===== src/hdl/crc8_checked_command_frame_parser_top_macros.svh =====
// Assertion macros for the command frame parser.
// Used by crc8_checked_command_frame_parser_top; expects ports named clock and reset.
`ifndef CRC8_CHECKED_COMMAND_FRAME_PARSER_TOP_MACROS_SVH
`define CRC8_CHECKED_COMMAND_FRAME_PARSER_TOP_MACROS_SVH

`ifndef SYNTH
`define CFP_ASSERT(name, prop) \
   name: assert property (@(posedge clock) disable iff (reset) prop) \
      else $error("assertion failed in frame parser");
`define CFP_ASSERT_ALWAYS(name, prop) \
   name: assert property (@(posedge clock) prop) \
      else $error("assertion failed in frame parser, reset included");
`else
`define CFP_ASSERT(name, prop)
`define CFP_ASSERT_ALWAYS(name, prop)
`endif

`endif


===== src/hdl/cfp_pkg.sv =====
// Package for the command frame parser: word types, constants and helper functions.
// No dependencies; used by crc8_checked_command_frame_parser_top.
`timescale 1ns / 1ps

package cfp_pkg;

   localparam int CMD_MAX  = 8;
   localparam int TYPE_CAP = 7;
   localparam int TYPE_LIMIT = (CMD_MAX - 1 < TYPE_CAP) ? CMD_MAX - 1 : TYPE_CAP;

   localparam logic [7:0]  CRC_POLY = 8'h8C;
   localparam logic [7:0]  CRC_INIT = 8'h00;
   // The four bytes ",CRC" as they sit in the window, oldest byte highest.
   localparam logic [31:0] TAG_HEAD = 32'h2C43_5243;
   localparam logic [31:0] SEQ_SAT  = 32'h8000_0000;
   localparam logic [31:0] SEQ_MAX  = 32'h7FFF_FFFF;

   localparam logic [7:0] TYPE_KEY [5] = '{8'h54, 8'h59, 8'h50, 8'h45, 8'h3D};
   localparam logic [7:0] SEQ_KEY  [4] = '{8'h53, 8'h45, 8'h51, 8'h3D};

   localparam logic [7:0] CHAR_DOLLAR = 8'h24;
   localparam logic [7:0] CHAR_EQUALS = 8'h3D;
   localparam logic [7:0] CHAR_COMMA  = 8'h2C;
   localparam logic [7:0] CHAR_PLUS   = 8'h2B;
   localparam logic [7:0] CHAR_MINUS  = 8'h2D;
   localparam logic [7:0] CHAR_SPACE  = 8'h20;

   typedef struct packed {
      logic [7:0] in_byte;
      logic       frame_end;
   } req_type;

   typedef struct packed {
      logic               frame_ok;
      logic               tag_seen;
      logic [7:0]         crc_computed;
      logic [7:0]         crc_received;
      logic [55:0]        cmd_text;
      logic [2:0]         cmd_len;
      logic signed [31:0] seq_number;
   } rsp_type;

   // Reflected CRC-8 update over one byte, least significant bit first.
   function automatic logic [7:0] crc8_byte(input logic [7:0] crc, input logic [7:0] data);
      logic [7:0] c;
      c = crc;
      for (int k = 0; k < 8; k++) begin
         if (c[0] ^ data[k]) begin
            c = (c >> 1) ^ CRC_POLY;
         end else begin
            c = c >> 1;
         end
      end
      return c;
   endfunction

   // Returns a valid flag in the top bit and the digit value below it.
   function automatic logic [4:0] hex_digit(input logic [7:0] b);
      logic [4:0] r;
      r = 5'd0;
      if (b >= 8'h30 && b <= 8'h39) begin
         r = {1'b1, 4'(b - 8'h30)};
      end else if (b >= 8'h61 && b <= 8'h66) begin
         r = {1'b1, 4'(b - 8'h57)};
      end else if (b >= 8'h41 && b <= 8'h46) begin
         r = {1'b1, 4'(b - 8'h37)};
      end
      return r;
   endfunction

   function automatic logic is_blank(input logic [7:0] b);
      return (b == CHAR_SPACE) || (b >= 8'h09 && b <= 8'h0D);
   endfunction

   function automatic logic is_decimal(input logic [7:0] b);
      return (b >= 8'h30 && b <= 8'h39);
   endfunction

   // Accumulator times ten plus the digit, with the magnitude held at 2^31.
   function automatic logic [31:0] seq_step(input logic [31:0] acc, input logic [7:0] b);
      logic [35:0] m;
      m = {1'b0, acc, 3'b000} + {3'b000, acc, 1'b0} + {32'd0, 4'(b - 8'h30)};
      return (m > {4'd0, SEQ_SAT}) ? SEQ_SAT : m[31:0];
   endfunction

endpackage


===== src/hdl/crc8_checked_command_frame_parser_top.sv =====
// Command frame parser with CRC-8 check. Frame bytes arrive one word per clock on the req
// channel while the input does not stall, frame_end set on the last byte; for that byte
// exactly one result word leaves on the rsp channel, nothing for the others. A byte is
// taken into an input register and, once it advances, it updates the frame state (CRC
// window, tag, TYPE and SEQ matchers) and, on the final byte, loads the result register;
// a final byte waits in the input register while the previous result is still held. The
// block takes one word every clock unless the input stalls; this rests on a state update
// that is one combinational pass (one unrolled CRC byte step and the sequence multiply-add).
// The input stalls only when a final byte is held behind a result that is not yet taken.
`timescale 1ns / 1ps
`include "crc8_checked_command_frame_parser_top_macros.svh"

module crc8_checked_command_frame_parser_top (
   input  logic            clock,
   input  logic            reset,
   input  logic            req_valid,
   output logic            req_stall,
   input  cfp_pkg::req_type req_data,
   output logic            rsp_valid,
   input  logic            rsp_stall,
   output cfp_pkg::rsp_type rsp_data
);

   localparam logic [1:0] TYPE_SEARCH  = 2'd0;
   localparam logic [1:0] TYPE_CAPTURE = 2'd1;
   localparam logic [1:0] TYPE_DONE    = 2'd2;

   localparam logic [2:0] SEQ_SEARCH = 3'd0;
   localparam logic [2:0] SEQ_BLANKS = 3'd1;
   localparam logic [2:0] SEQ_SIGN   = 3'd2;
   localparam logic [2:0] SEQ_DIGITS = 3'd3;
   localparam logic [2:0] SEQ_DONE   = 3'd4;

   // Input register.
   logic             in_valid_ff, in_valid_in;
   cfp_pkg::req_type in_data_ff, in_data_in;
   logic             advance;
   logic [7:0]       b;

   // Frame state.
   logic        first_pending_ff, first_pending_in;
   logic        start_good_ff, start_good_in;
   logic [31:0] tag_window_ff, tag_window_in;
   logic [2:0]  window_fill_ff, window_fill_in;
   logic [7:0]  crc_ff, crc_in;
   logic        tag_found_ff, tag_found_in;
   logic        hex_active_ff, hex_active_in;
   logic [7:0]  hex_value_ff, hex_value_in;
   logic [2:0]  type_match_pos_ff, type_match_pos_in;
   logic [1:0]  type_phase_ff, type_phase_in;
   logic [55:0] type_buffer_ff, type_buffer_in;
   logic [3:0]  type_count_ff, type_count_in;
   logic [2:0]  seq_match_pos_ff, seq_match_pos_in;
   logic [2:0]  seq_phase_ff, seq_phase_in;
   logic [31:0] seq_accum_ff, seq_accum_in;
   logic        seq_negative_ff, seq_negative_in;
   logic        seq_nonempty_ff, seq_nonempty_in;

   // Result register.
   logic             rsp_valid_ff, rsp_valid_in;
   cfp_pkg::rsp_type rsp_data_ff, rsp_data_in;

   logic [4:0]  hex_d;
   logic        type_ok;
   logic        seq_ok;
   logic [31:0] seq_value;

   assign b         = in_data_ff.in_byte;
   assign advance   = in_valid_ff && !(in_data_ff.frame_end && rsp_valid_ff && rsp_stall);
   assign req_stall = in_valid_ff && !advance;
   assign rsp_valid = rsp_valid_ff;
   assign rsp_data  = rsp_data_ff;
   assign hex_d     = cfp_pkg::hex_digit(b);

   always_comb begin
      in_data_in  = in_data_ff;
      in_valid_in = in_valid_ff;
      if (req_valid && !req_stall) begin
         in_data_in  = req_data;
         in_valid_in = 1'b1;
      end else if (advance) begin
         in_valid_in = 1'b0;
      end
   end

   always_comb begin
      first_pending_in  = first_pending_ff;
      start_good_in     = start_good_ff;
      tag_window_in     = tag_window_ff;
      window_fill_in    = window_fill_ff;
      crc_in            = crc_ff;
      tag_found_in      = tag_found_ff;
      hex_active_in     = hex_active_ff;
      hex_value_in      = hex_value_ff;
      type_match_pos_in = type_match_pos_ff;
      type_phase_in     = type_phase_ff;
      type_buffer_in    = type_buffer_ff;
      type_count_in     = type_count_ff;
      seq_match_pos_in  = seq_match_pos_ff;
      seq_phase_in      = seq_phase_ff;
      seq_accum_in      = seq_accum_ff;
      seq_negative_in   = seq_negative_ff;
      seq_nonempty_in   = seq_nonempty_ff;

      if (advance) begin
         if (first_pending_ff) begin
            start_good_in    = (b == cfp_pkg::CHAR_DOLLAR);
            first_pending_in = 1'b0;
         end

         if (hex_active_ff) begin
            if (hex_d[4]) begin
               hex_value_in = {hex_value_ff[3:0], hex_d[3:0]};
            end else begin
               hex_active_in = 1'b0;
            end
         end

         // The window holds the last four bytes back from the CRC until the tag is ruled out.
         if (!tag_found_ff) begin
            if (window_fill_ff[2]) begin
               if (tag_window_ff == cfp_pkg::TAG_HEAD && b == cfp_pkg::CHAR_EQUALS) begin
                  tag_found_in  = 1'b1;
                  hex_active_in = 1'b1;
               end else begin
                  crc_in        = cfp_pkg::crc8_byte(crc_ff, tag_window_ff[31:24]);
                  tag_window_in = {tag_window_ff[23:0], b};
               end
            end else begin
               tag_window_in  = {tag_window_ff[23:0], b};
               window_fill_in = window_fill_ff + 3'd1;
            end
         end

         unique case (type_phase_ff)
            TYPE_CAPTURE: begin
               if (b == cfp_pkg::CHAR_COMMA) begin
                  type_phase_in = TYPE_DONE;
               end else begin
                  for (int i = 0; i < cfp_pkg::TYPE_CAP; i++) begin
                     if (type_count_ff == 4'(i)) begin
                        type_buffer_in[8*i +: 8] = b;
                     end
                  end
                  if (type_count_ff != 4'd15) begin
                     type_count_in = type_count_ff + 4'd1;
                  end
               end
            end
            TYPE_SEARCH: begin
               if (type_match_pos_ff < 3'd5 && b == cfp_pkg::TYPE_KEY[type_match_pos_ff]) begin
                  type_match_pos_in = type_match_pos_ff + 3'd1;
               end else begin
                  type_match_pos_in = (b == cfp_pkg::TYPE_KEY[0]) ? 3'd1 : 3'd0;
               end
               if (type_match_pos_in == 3'd5) begin
                  type_phase_in = TYPE_CAPTURE;
               end
            end
            default: begin
            end
         endcase

         unique case (seq_phase_ff)
            SEQ_SEARCH: begin
               if (seq_match_pos_ff < 3'd4 &&
                   b == cfp_pkg::SEQ_KEY[seq_match_pos_ff[1:0]]) begin
                  seq_match_pos_in = seq_match_pos_ff + 3'd1;
               end else begin
                  seq_match_pos_in = (b == cfp_pkg::SEQ_KEY[0]) ? 3'd1 : 3'd0;
               end
               if (seq_match_pos_in == 3'd4) begin
                  seq_phase_in = SEQ_BLANKS;
               end
            end
            SEQ_BLANKS: begin
               if (b != cfp_pkg::CHAR_COMMA) begin
                  seq_nonempty_in = 1'b1;
               end
               if (cfp_pkg::is_blank(b)) begin
                  seq_phase_in = SEQ_BLANKS;
               end else if (b == cfp_pkg::CHAR_PLUS || b == cfp_pkg::CHAR_MINUS) begin
                  seq_negative_in = (b == cfp_pkg::CHAR_MINUS);
                  seq_phase_in    = SEQ_SIGN;
               end else if (cfp_pkg::is_decimal(b)) begin
                  seq_accum_in = cfp_pkg::seq_step(seq_accum_ff, b);
                  seq_phase_in = SEQ_DIGITS;
               end else begin
                  seq_phase_in = SEQ_DONE;
               end
            end
            SEQ_SIGN, SEQ_DIGITS: begin
               if (cfp_pkg::is_decimal(b)) begin
                  seq_accum_in = cfp_pkg::seq_step(seq_accum_ff, b);
                  seq_phase_in = SEQ_DIGITS;
               end else begin
                  seq_phase_in = SEQ_DONE;
               end
            end
            default: begin
            end
         endcase
      end

      type_ok = (type_phase_in != TYPE_SEARCH) && (type_count_in != 4'd0) &&
                (type_count_in <= 4'(cfp_pkg::TYPE_LIMIT));
      seq_ok  = (seq_phase_in != SEQ_SEARCH) && seq_nonempty_in && !seq_negative_in &&
                (seq_accum_in != 32'd0);
      if (seq_negative_in) begin
         seq_value = 32'd0 - seq_accum_in;
      end else begin
         seq_value = seq_accum_in[31] ? cfp_pkg::SEQ_MAX : seq_accum_in;
      end

      rsp_data_in.frame_ok     = start_good_in && tag_found_in && (crc_in == hex_value_in) &&
                                 type_ok && seq_ok;
      rsp_data_in.tag_seen     = tag_found_in;
      rsp_data_in.crc_computed = tag_found_in ? crc_in : 8'd0;
      rsp_data_in.crc_received = tag_found_in ? hex_value_in : 8'd0;
      rsp_data_in.cmd_text     = type_ok ? type_buffer_in : 56'd0;
      rsp_data_in.cmd_len      = type_ok ? type_count_in[2:0] : 3'd0;
      rsp_data_in.seq_number   = $signed(seq_value);

      // Every frame starts from the reset state once its result is taken in.
      if (advance && in_data_ff.frame_end) begin
         first_pending_in  = 1'b1;
         start_good_in     = 1'b0;
         tag_window_in     = 32'd0;
         window_fill_in    = 3'd0;
         crc_in            = cfp_pkg::CRC_INIT;
         tag_found_in      = 1'b0;
         hex_active_in     = 1'b0;
         hex_value_in      = 8'd0;
         type_match_pos_in = 3'd0;
         type_phase_in     = TYPE_SEARCH;
         type_buffer_in    = 56'd0;
         type_count_in     = 4'd0;
         seq_match_pos_in  = 3'd0;
         seq_phase_in      = SEQ_SEARCH;
         seq_accum_in      = 32'd0;
         seq_negative_in   = 1'b0;
         seq_nonempty_in   = 1'b0;
      end
   end

   always_comb begin
      rsp_valid_in = rsp_valid_ff;
      if (advance && in_data_ff.frame_end) begin
         rsp_valid_in = 1'b1;
      end else if (!rsp_stall) begin
         rsp_valid_in = 1'b0;
      end
   end

   always_ff @(posedge clock) begin
      if (reset) begin
         in_valid_ff       <= 1'b0;
         rsp_valid_ff      <= 1'b0;
         first_pending_ff  <= 1'b1;
         start_good_ff     <= 1'b0;
         tag_window_ff     <= 32'd0;
         window_fill_ff    <= 3'd0;
         crc_ff            <= cfp_pkg::CRC_INIT;
         tag_found_ff      <= 1'b0;
         hex_active_ff     <= 1'b0;
         hex_value_ff      <= 8'd0;
         type_match_pos_ff <= 3'd0;
         type_phase_ff     <= TYPE_SEARCH;
         type_buffer_ff    <= 56'd0;
         type_count_ff     <= 4'd0;
         seq_match_pos_ff  <= 3'd0;
         seq_phase_ff      <= SEQ_SEARCH;
         seq_accum_ff      <= 32'd0;
         seq_negative_ff   <= 1'b0;
         seq_nonempty_ff   <= 1'b0;
      end else begin
         in_valid_ff       <= in_valid_in;
         rsp_valid_ff      <= rsp_valid_in;
         first_pending_ff  <= first_pending_in;
         start_good_ff     <= start_good_in;
         tag_window_ff     <= tag_window_in;
         window_fill_ff    <= window_fill_in;
         crc_ff            <= crc_in;
         tag_found_ff      <= tag_found_in;
         hex_active_ff     <= hex_active_in;
         hex_value_ff      <= hex_value_in;
         type_match_pos_ff <= type_match_pos_in;
         type_phase_ff     <= type_phase_in;
         type_buffer_ff    <= type_buffer_in;
         type_count_ff     <= type_count_in;
         seq_match_pos_ff  <= seq_match_pos_in;
         seq_phase_ff      <= seq_phase_in;
         seq_accum_ff      <= seq_accum_in;
         seq_negative_ff   <= seq_negative_in;
         seq_nonempty_ff   <= seq_nonempty_in;
      end
   end

   always_ff @(posedge clock) begin
      in_data_ff <= in_data_in;
      if (advance && in_data_ff.frame_end) begin
         rsp_data_ff <= rsp_data_in;
      end
   end

   `CFP_ASSERT(a_end_loads_result, advance && in_data_ff.frame_end |=> rsp_valid_ff)
   `CFP_ASSERT(a_end_clears_frame, advance && in_data_ff.frame_end |=> first_pending_ff && !tag_found_ff)
   `CFP_ASSERT_ALWAYS(a_tag_needs_full_window, tag_found_ff |-> window_fill_ff == 3'd4)
   `CFP_ASSERT_ALWAYS(a_hex_after_tag, hex_active_ff |-> tag_found_ff)
   `CFP_ASSERT_ALWAYS(a_no_type_chars_in_search, type_phase_ff == TYPE_SEARCH |-> type_count_ff == 4'd0)

endmodule

===== config.mk =====
export PLATFORM = sky130hd
export DESIGN_NAME = crc8_checked_command_frame_parser_top
export DESIGN_NICKNAME = d
export VERILOG_FILES = /design/src/hdl/cfp_pkg.sv /design/src/hdl/crc8_checked_command_frame_parser_top.sv
export VERILOG_INCLUDE_DIRS = /design/src /design/src/hdl
export SDC_FILE = /design/constraint.sdc
export NUM_CORES = 1
export LEC_CHECK = 0
export BUFFER_PORTS_ARGS = -buffer_cell sky130_fd_sc_hd__buf_2
export CAP_MARGIN = 20
export CORE_ASPECT_RATIO = 1.4
export CORE_MARGIN = 10
export CORE_UTILIZATION = 30
export CTS_CLUSTER_SIZE = 12
export DETAILED_ROUTE_END_ITERATION = 10
export GPL_TIMING_DRIVEN = 0
export PLACE_DENSITY = 0.45
export SYNTH_ARGS = -nofsm -noshare
export SYNTH_HDL_FRONTEND = slang
export SYNTH_SLANG_ARGS = --single-unit

===== constraint.sdc =====
create_clock -name clock -period 6.55 [get_ports clock]
set_input_delay 0.655 -clock clock [delete_from_list [all_inputs] [get_ports clock]]
set_output_delay 0.655 -clock clock [all_outputs]
set_load 0.005 [all_outputs]

== After elaboration in Yosys (flattened, before gate mapping) ==
Memories as Yosys holds them, arrays and structs flattened.
Index checks and enable logic that the tools add are counted.

* Reductions and logical operators: 43
* Magnitude comparators: 14
* $add $sub $neg: 10
* Eq/ne operators: 28
* Bitwise gates (word level): 20
* Multiplexer cells: 116

{| class="wikitable"
|+ Operator list
! kind !! count
|-
| $mux 8 || 54
|-
| $mux 32 || 8
|-
| $mux 56 || 3
|-
| $pmux 32 s2 || 1
|-
| $eq 8x6->1 const B || 6
|-
| $add 35x33->36 || 1
|-
| $add 36x4->36 || 1
|-
| $gt 36x32->1 const B || 1
|-
| $mux 3 || 12
|-
| $eq 32x30->1 const B || 1
|-
| $reduce_bool 32->1 || 1
|-
| $sub 1x32->32 const A || 1
|-
| $mux 31 || 1
|-
| $not 2->3 || 9
|-
| $eq 8x8->1 || 3
|-
| $mux 1 || 24
|-
| $logic_and 1x1->1 || 22
|-
| $bmux 8 s2 || 1
|-
| $eq 8x7->1 const B || 2
|-
| $ge 8x7->1 const B || 2
|-
| $le 8x7->1 const B || 2
|-
| $mux 4 || 4
|-
| $mux 5 || 3
|-
| $eq 4x3->1 const B || 3
|-
| other kinds (39) || 65
|}

* ROM bits: 64
* Memories: 1
* Register bits: 280
* Output and inout port bits: 111
* Input port bits: 13
* Logic and storage cells: 261

{| class="wikitable"
|+ Memory list
! name !! depth !! width !! rd ports !! clocked after memory_dff !! write ports !! line !! source
|-
| (name not given) || 8 || 8 || 1 || 0 || 0 || crc8_checked_command_frame_parser_top.sv:151 || <nowiki>if (type_match_pos_ff < 3'd5 && b == cfp_pkg::TYPE_KEY[type_match_pos_ff]) begin</nowiki>
|}

== Depth between registers and ports, before layout ==
Gate-level depths: netlist of run 1.

* Word-level depth: 52
* Gate-level depth with buffers: 21
* Mapped depth without buffers: 20

== Worst setup path after synthesis of run 1 ==
Ideal clock, no wire load.

* Path kind: reg2reg
* Start point: register in_data_ff, in the netlist b[3]
* End point: register rsp_data_ff, in the netlist rsp_data[30] (data pin)
* Library setup time: 0.152 ns
* Arrival: 5.167 ns
* Required time: 6.398 ns
* Path buffers: 1
* Period minus slack after synthesis: 5.319 ns
* Path slack: 1.231 ns
* Stages on the path, launching flop included: 22
* Path through: edfxtp_1 buf_4 clkinv_1 fa_1 inv_1 ha_1 a21o_1 nand4_1 a21boi_1 o21ai_1 a221o_1 a221oi_2 nor4_1 a31o_4 and2_1 a22oi_1 ha_1 o21ai_0 a311oi_4 nand4_4 or4_1 a31oi_1

{| class="wikitable"
|+ RTL lines
! element !! line !! source
|-
| start: declaration || crc8_checked_command_frame_parser_top.sv:36 || <nowiki>cfp_pkg::req_type in_data_ff, in_data_in;</nowiki>
|-
| start signal: assignment || crc8_checked_command_frame_parser_top.sv:300 || <nowiki>in_data_ff <= in_data_in;</nowiki>
|-
| end signal: assignment || crc8_checked_command_frame_parser_top.sv:302 || <nowiki>rsp_data_ff <= rsp_data_in;</nowiki>
|-
| end: declaration || crc8_checked_command_frame_parser_top.sv:61 || <nowiki>cfp_pkg::rsp_type rsp_data_ff, rsp_data_in;</nowiki>
|}

==> impl_metrics.json, run 1 <==
{
  "avgViaCountPerCell": 5.29,
  "ff2ff_path_depth": 19,
  "cts-root-buf": "clkbuf_16",
  "netlist_instances": 1703,
  "yosysMostFrequentCell": "nor2_1",
  "synthesis.area_mm2": 0.0155,
  "htreeDepth": 1,
  "clock_latency_ps": 580,
  "drtIter0Drc": 897,
  "hpwl_um": 42900,
  "worst_slack_ps": 231,
  "synth_ff_type": "dfxtp_1",
  "clock-sinks": 280,
  "globalplace.congestion": 0.932,
  "r2r_start": "b[0]",
  "cts_tree": "yes",
  "synth_common_cells": "nor2_1, nand2_1, dfxtp_1, a21oi_1, edfxtp_1",
  "synth-edff-count": 118,
  "p_leak_nw": 7.28,
  "die_w_um": 212,
  "worstMarginPinSlew_ps": 1120,
  "rsz0062_at_grt": "no",
  "fmax_ghz": 0.158,
  "clk_pin_slew_ps": 60,
  "skew_ps": 22.1,
  "track_usage_pct": 17.6,
  "hold_class": "in -> reg",
  "wl_per_cell_um": 21.7,
  "grt_max_degree": 59,
  "cp_max_fo": 10,
  "ys_top_cells_by_area": "edfxtp_1, dfxtp_1, nor2_1",
  "rr_endpoint": "rsp_data[18]",
  "r2r_slack_ps": 230,
  "final-setup-viol-count": 0,
  "critPathLaunch": "b[0]",
  "avgSynthCellArea_um2": 9.10,
  "final_max_slew_viol_count": 0,
  "dp.cells": 2479,
  "start_kind": "flop",
  "final_cells": 2545,
  "status": "complete, no violations",
  "port_buffers": 123,
  "die-area_mm2": 0.0613,
  "antenna_found_initial": 2,
  "ctsHoldBuffers": 0,
  "nets": 1964,
  "rows": 98,
  "core_area_mm2": 0.0511,
  "gr-total-overflow": 0,
  "ant_nets": 0,
  "power_density_mw_per_mm2": 204,
  "maxSlewHeadroom_pct": 25.3,
  "grt_pass1_vias": 13519,
  "drive_above_1_share_pct": 13.1,
  "worstSetupPathType": "reg -> reg",
  "finalHoldViolations": 0,
  "drc": 0,
  "mappedNetlistNets": 1798,
  "place_ws_ps": -793,
  "grt_pass1_wl_um": 82900,
  "cp-end-kind": "flop",
  "io_pins": 124,
  "routed_wl_um": 55200,
  "final.min_clock_period_ps": 6320,
  "worstSetupEndpoint": "rsp_data[18]",
  "cts_buffers": 31,
  "routed-via-count": 13462,
  "area_growth_pct": 17.3,
  "start_util_pct": 30.3,
  "power_mw": 3.70,
  "synth.largest_area_cell": "edfxtp_1",
  "drt-pass1-iter-count": 5,
  "async_flop_share_pct": 0,
  "ys_types": 101,
  "cts.path.max_buffers": 3,
  "post-route-period-util_pct": 96.5,
  "yosys.area.top_type_share_pct": 22.9,
  "irDropWorstVdd_v": 0.000188,
  "cp.required_ps": 6800,
  "ys_seq_area_share_pct": 43.8,
  "ys_ff_latch": 280,
  "crit_arrival_ps": 6570,
  "cap_violations": 0,
  "die_y_um": 289,
  "yosys_warnings": 0
}
[through the flow]
step | area (um2) | hold slack [ps] | setup TNS (ps) | utilization (%)
detailed placement | 17000 | 434 | -7800 | 33.2
global placement | 16900 | 442 | -37640 | 33.1
global route | 18200 | 230 | 0 | 35.5
floorplan | 15500 | 423 | 0 | -
CTS | 18100 | 220 | 0 | 35.4
finish | 18200 | 249 | 0 | 35.5
[layout by cell type (no fill, tap or decap), types with 17 or more instances in the layout]
cell type,synthesis,final
a22oi_1,21,20
nand3_1,34,34
a21o_1,24,24
nor2_1,279,279
xnor2_1,37,36
nand2_1,183,183
nor3_1,27,26
mux2i_1,62,62
dfxtp_1,162,162
ha_1,80,80
xor2_1,35,35
edfxtp_1,118,118
buf_2,14,137
inv_1,24,24
nand4_1,25,25
and2_1,28,27
a21oi_1,130,127
a31oi_1,21,21
o21a_1,17,17
o21ai_0,60,58
clkbuf_1,64,77
clkbuf_16,0,32
[worst max-delay path, stage by stage (launching register included)]
cell	delay, ps
edfxtp_1	490
clkbuf_1	650
inv_1	430
ha_1	400
nor3b_1	170
o21bai_1	210
a21oi_2	190
nand2_1	150
clkbuf_1	530
clkbuf_1	550
buf_1	700
a22oi_1	270
ha_1	290
o21ai_2	150
a311oi_4	80
buf_12	190
buf_4	140
nand3_1	90
xor2_1	160
a22oi_1	120
[flip-flops by register name (all words and copies together), names as in the netlist, 4 cells and up]
register	cells
rsp_data	109
type_buffer_ff	56
seq_accum_ff	32
tag_window_ff	32
b	8
crc_ff	8
hex_value_ff	8
type_count_ff	4
[what timing repair did]
item / in CTS / in global routing
endpoints found under the setup margin: 16 / 13
buffers inserted: 4 / 3
endpoints found under the hold margin: 0 / 0
resized for setup: 12 / 12
pin swaps: 4 / 2
[where the power goes]
group	leakage (nW)	internal, mW	switching [mW]	total [mW]
Sequential	2.54	1.83	0.0101	1.84
Combinational	4.25	0.0357	0.104	0.140
Clock	0.486	0.988	0.740	1.73
[metal layers]
| metal | GRT usage [%] | vias up | part of all wire [%] |
|---|---|---|---|
| li1 | - | 6518 | - |
| met1 | 18.7 | 6480 | 38 |
| met2 | 33.8 | 341 | 54 |
| met3 | 1.62 | 123 | 3.5 |
| met4 | 8.43 | 0 | 4.7 |
| met5 | 0 | - | 0 |
[layout make-up]
cell class / instances / area, um2
fill: 5277 / 33000
multi-input combinational: 1304 / 8340
sequential: 280 / 6790
clock buffer: 49 / 905
tap: 650 / 813
timing repair buffer: 133 / 743
buffer: 94 / 402
inverter: 25 / 96.3
clock inverter: 9 / 85.1
antenna: 1 / 2.50
[logic make-up (layout without fill, tap and decap cells)]
logic type,count (synthesis),in the layout,synth area share [%]
and+or+nand+nor,687,687,20.7
xor gates and xnor gates,72,72,4.07
muxes,64,64,4.15
AOI/OAI and AO/OA,399,399,17.4
adders and majority gates,82,82,6.72
DFF,280,280,43.8
buffers and inverters,119,310,3.20
other,0,1,0
[worst min path at each step]
stage                     start          endpoint  slack (ps)  cells after the start
2_1_floorplan  first_pending_ff  first_pending_ff         420                      2
3_3_place_gp   first_pending_ff  first_pending_ff         440                      2
3_5_place_dp   first_pending_ff  first_pending_ff         430                      2
4_1_cts             req_data[3]              b[2]         220                      1
5_1_grt             req_data[8]              b[7]         230                      1
6_report            req_data[3]              b[2]         250                      1
(Power assumes the default switching activity.)
==> inputs of run 2 (changes only) <==
- CAP_MARGIN: 20 -> 10
- CTS_BUF_LIST: unset -> sky130_fd_sc_hd__clkbuf_2 sky130_fd_sc_hd__clkbuf_4 sky130_fd_sc_hd__clkbuf_8
- REMOVE_ABC_BUFFERS: unset -> 1
==> run 2 against run 1 <==
  * Final cell count down 2.0%
  * Critical endpoint is now rsp_data[14]
  * Die area stayed put
  * Clock-buffer cell count up 14
  * Core utilization down 0.56 points
  * Non-clock buffer count is 82 lower
  * Largest power group unchanged
  * Setup slack better by 39 ps
  * Design area fell by 1.6%
==> impl_metrics.json, run 2 (same netlist as run 1, synthesis figures left out) <==
{
  "die_w_um": 212,
  "power_mw": 3.63,
  "dpl-instance-area_mm2": 0.0167,
  "p_leak_nw": 7.21,
  "layout_common_cells": "nor2_1, nand2_1, dfxtp_1",
  "cp_max_fo": 8,
  "largest_register_ffs": 109,
  "power_density_mw_per_mm2": 203,
  "min_from": "req_data[0]",
  "avgViaCountPerCell": 5.28,
  "maxSlewHeadroom_pct": 15.5,
  "grt_max_degree": 68,
  "final_max_slew_viol_count": 0,
  "post-route-period-util_pct": 95.9,
  "final.min_clock_period_ps": 6280,
  "cp.required_ps": 6780,
  "final_common_cell": "nor2_1",
  "cap_violations": 0,
  "finalHoldViolations": 0,
  "crit_buf_inv": 3,
  "cts.path.max_buffers": 3,
  "drc": 0,
  "fillers": 5302,
  "final_area_mm2": 0.0179,
  "crit_arrival_ps": 6510,
  "r2r_start": "b[3]",
  "hold_class": "in -> reg",
  "wl_per_cell_um": 20.9,
  "drtIter0Drc": 872,
  "worstSetupPathType": "reg -> reg",
  "cts_buffers": 47,
  "port_buffers": 123,
  "cp_cell_sequence": "inv_4, fa_1, fa_1, nor2b_1, o31a_1, o211ai_1, a211oi_1, o2111ai_1, o41a_4, nor4_2, and2_2, a22oi_2, ha_2, o21ai_1, a311oi_4, buf_4, buf_4, o211ai_1, xnor2_1, a21oi_1",
  "ff2ff_path_depth": 20,
  "critPathLaunch": "b[3]",
  "die-area_mm2": 0.0613,
  "clock_latency_ps": 610,
  "cpMaxStageDelayCell": "nor4_2",
  "antenna_found_initial": 1,
  "drive_above_1_share_pct": 14.9,
  "rows": 98,
  "cts-root-buf": "clkbuf_8",
  "grt_pass1_vias": 13201,
  "place_ws_ps": -1800,
  "die_y_um": 289,
  "whs_path_depth": 1,
  "cp_top_family": "compound AO/OA/AOI/OAI gates",
  "worstMarginPinSlew_ps": 1270,
  "globalplace.congestion": 0.911,
  "routed_wl_um": 52200,
  "worstSetupEndpoint": "rsp_data[14]",
  "htreeDepth": 2,
  "hpwl_um": 37900,
  "area_growth_pct": 15.5,
  "cp-end-kind": "flop",
  "final-setup-viol-count": 0,
  "skew_ps": 39.9,
  "drt-pass1-iter-count": 5,
  "irDropWorstVdd_v": 0.000119,
  "r2r_slack_ps": 270,
  "clock-sinks": 280,
  "cts_tree": "yes",
  "rsz0062_at_grt": "no",
  "start_kind": "flop",
  "core_area_mm2": 0.0511,
  "final.setup.tns_ps": 0,
  "routed-via-count": 13180,
  "grt_pass1_wl_um": 78600,
  "status": "complete, no violations",
  "crit_cells": 20,
  "gr-total-overflow": 0,
  "start_util_pct": 30.3,
  "clk_pin_slew_ps": 60,
  "worst_slack_ps": 270,
  "max_stage_delay_ps": 730,
  "nets": 1899,
  "ant_nets": 0,
  "fmax_ghz": 0.159,
  "track_usage_pct": 16.5,
  "rr_endpoint": "rsp_data[14]",
  "io_pins": 124
}
==> run 2: changes by cell type in the layout (fill, tap and decap cells not counted), moves of 2 or more <==
cell and change:
a21oi_1 +2, clkbuf_4 +10, clkinv_1 +8, buf_4 +3, clkbuf_16 -32, a21oi_2 -2, clkbuf_8 +50, clkbuf_1 -77
clkinv_2 +6, buf_2 -14, buf_1 -9
==> run 2: power breakdown <==
group | internal (mW) | total [mW] | leakage, nW | switching, mW
clock | 0.897 | 1.66 | 0.533 | 0.761
combinational | 0.0356 | 0.122 | 4.13 | 0.0869
sequential | 1.83 | 1.85 | 2.54 | 0.0200
==> run 2: how the worst min path moves through the flow <==
stage	to	slack [ps]
after global placement	first_pending_ff	440
after CTS	in_data_ff[0]	190
final	in_data_ff[0]	230
after global routing	in_data_ff[0]	190
after detailed placement	first_pending_ff	440
after floorplan	first_pending_ff	420
==> run 2: final cells by class <==
type | instances | area [um2] | area share (%)
Clock inverter | 25 | 186 | 1.04
Clock buffer | 63 | 811 | 4.53
Tap cell | 650 | 813 | 4.55
Sequential cell | 280 | 6790 | 37.9
Inverter | 25 | 96.3 | 0.539
Multi-Input combinational cell | 1305 | 8310 | 46.5
Timing Repair Buffer | 145 | 877 | 4.90
Antenna cell | 1 | 2.50 | 0.0140
==> run 2: per-layer routing <==
layer	vias to the layer above	global-route usage, %	part of all wire [%]
met4	0	7.75	4.2
met1	6382	17.5	38
met2	308	31.8	54
li1	6381	-	-
met5	-	0	0
met3	109	1.86	3.7
==> run 2: repair_timing <==
item	4_1_cts	5_1_grt
hold buffers	0	0
cloned	1	0
pin swaps	4	2
buffers inserted	6	8
endpoints found under the setup margin	32	16
gates resized for setup	11	5
==> run 2: through the flow <==
step	util, %	hold slack (ps)	std cells
floorplan	-	423	1609
global placement	32.3	441	2382
detailed placement	32.6	444	2389
CTS	34.8	188	2484
global route	35.0	192	2494
finish	35.0	228	2494
==> inputs of run 3 (changes only) <==
- CAP_MARGIN: 10 -> 30
- PLACE_DENSITY: 0.45 -> 0.46
- clock period: 6.55 -> 5.3 ns (I/O delays scaled with it)
==> run 3 against run 2 <==
  * The run now ends with setup timing left
  * Die area stayed put
  * Largest cell class unchanged
  * Clock-buffer cell count rose by 6
  * First-iteration DRC count rose by 12%
  * Setup slack got worse by 490 ps
  * Clock skew is 3.2 ps lower
  * Clock power increased by 28%
==> impl_metrics.json, run 3 (same netlist as run 1, synthesis figures left out) <==
{
  "status": "finished, violations left",
  "failed_checks": "setup timing",
  "track_usage_pct": 16.4,
  "largest_register_ffs": 109,
  "skew_ps": 36.6,
  "grt_pass1_wl_um": 78500,
  "multi_input_area_mm2": 0.00874,
  "power_mw": 4.57,
  "fillers": 5229,
  "post-route-period-util_pct": 104,
  "wl_met2_um": 28500,
  "cts_buffers": 46,
  "gr-total-overflow": 0,
  "routed-via-count": 13404,
  "rows": 98,
  "maxSlewHeadroom_pct": 35.1,
  "final-setup-viol-count": 13,
  "ant_nets": 0,
  "finalHoldViolations": 0,
  "irDropWorstVdd_v": 0.000116,
  "cp_max_fo": 4,
  "layout_common_cells": "nor2_1, nand2_1, dfxtp_1",
  "routed_wl_um": 51900,
  "area_growth_pct": 22.3,
  "fin_util_pct": 37.0,
  "avgViaCountPerCell": 5.25,
  "clock-sinks": 280,
  "nets": 1957,
  "clk_pin_slew_ps": 60,
  "cp-end-kind": "flop",
  "dpl-instance-area_mm2": 0.0168,
  "drtIter0Drc": 976,
  "cp.required_ps": 5700,
  "drive_above_1_share_pct": 20.5,
  "seq_area_mm2": 0.00679,
  "htreeDepth": 2,
  "final_cells": 2551,
  "final_max_slew_viol_count": 0,
  "globalplace.congestion": 0.918,
  "final.min_clock_period_ps": 5520,
  "power_density_mw_per_mm2": 241,
  "worst_slack_ps": -215,
  "port_buffers": 123,
  "final_common_cell": "nor2_1",
  "drc": 0,
  "core_area_mm2": 0.0511,
  "final_area_mm2": 0.0189,
  "worstMarginPinSlew_ps": 966,
  "final.setup.tns_ps": -1820,
  "start_util_pct": 30.3,
  "die_w_um": 212,
  "die-area_mm2": 0.0613,
  "wl_per_cell_um": 20.4,
  "highest_layer": "met4",
  "crit_arrival_ps": 5920,
  "dp.cells": 2397,
  "cts-root-buf": "clkbuf_8",
  "antenna_found_initial": 1,
  "die_y_um": 289,
  "io_pins": 124,
  "wl_met3_um": 1630,
  "rsz0062_at_grt": "yes",
  "worstSetupPathType": "reg -> reg",
  "p_leak_nw": 7.65,
  "hold_class": "in -> reg",
  "drt-pass1-iter-count": 5,
  "hpwl_um": 37600,
  "grt_max_degree": 59,
  "ctsHoldBuffers": 0,
  "cts_tree": "yes",
  "cts.path.max_buffers": 3,
  "wl_met1_um": 19800,
  "start_kind": "flop",
  "fmax_ghz": 0.181,
  "grt_pass1_vias": 13246,
  "clock_latency_ps": 600,
  "cap_violations": 0
}
## run 3: changes by cell type in the layout (fill, tap and decap cells not counted), sizes merged
| cell | previous run | this run |
|---|---|---|
| buf | 144 | 202 |
| bufbuf | 0 | 1 |
| bufinv | 2 | 3 |
| clkbuf | 64 | 70 |
| clkinv | 19 | 12 |
| clkinvlp | 0 | 1 |
| inv | 29 | 26 |
## run 3: metal layers
| layer | GRT usage, % | vias to the layer above |
|---|---|---|
| li1 | - | 6510 |
| met1 | 17.3 | 6497 |
| met2 | 31.9 | 281 |
| met3 | 1.82 | 116 |
| met4 | 6.99 | 0 |
| met5 | 0 | - |
## run 3: final timing paths
kind,from,to,slack (ps),cells after the start
hold / removal,req_data[1],b[0],120,1
hold reg to reg,first_pending_ff,first_pending_ff,460,2
setup / recovery,b[3],rsp_data[26],-220,21
setup reg to reg,b[3],rsp_data[26],-220,21
## run 3: power by group
group / internal [mW] / leakage (nW) / switching (mW) / total [mW]
combinational: 0.0563 / 4.56 / 0.114 / 0.170
sequential: 2.26 / 2.54 / 0.0207 / 2.28
clock: 1.20 / 0.546 / 0.923 / 2.12
total: 3.52 / 7.65 / 1.06 / 4.57
## run 3: cell type report
class / count / share of cell area (%)
multi-input cells: 1305 / 46.2
clock buffers: 69 / 4.55
flip-flops and latches: 280 / 35.9
well taps: 650 / 4.29
inverters: 25 / 0.522
clock inverters: 17 / 0.964
diodes: 1 / 0.0132
repair buffers: 204 / 7.64
## run 3: critical path: stages, from the launching register on
cell and delay, ps:
edfxtp_1 440, clkinv_4 90, fa_1 570, inv_1 60
ha_1 270, a21o_1 180, nand4_1 170, buf_4 190
a21boi_4 230, o21ai_4 100, a221o_1 350, a221oi_4 390
nor4_4 90, a31o_4 270, and2_4 160, a22oi_2 180
ha_2 240, o21ai_4 80, a311oi_4 430, nand4_1 230
or3_1 390, a32oi_1 220
## run 3: what timing repair did
item | 4_1_cts | 5_1_grt
endpoints found under the setup margin | 65 | 32
cloned | 2 | 0
gates resized for setup | 65 | 44
buffers inserted | 40 | 26
hold endpoints to repair | 0 | 0
pin swaps | 35 | 37
## run 3: through the flow
step / setup slack [ps] / hold slack, ps
global placement: -3550 / 438
finish: -215 / 121
detailed placement: -2880 / 444
CTS: -169 / 84.5
global route: -359 / 95.2
floorplan: -441 / 423
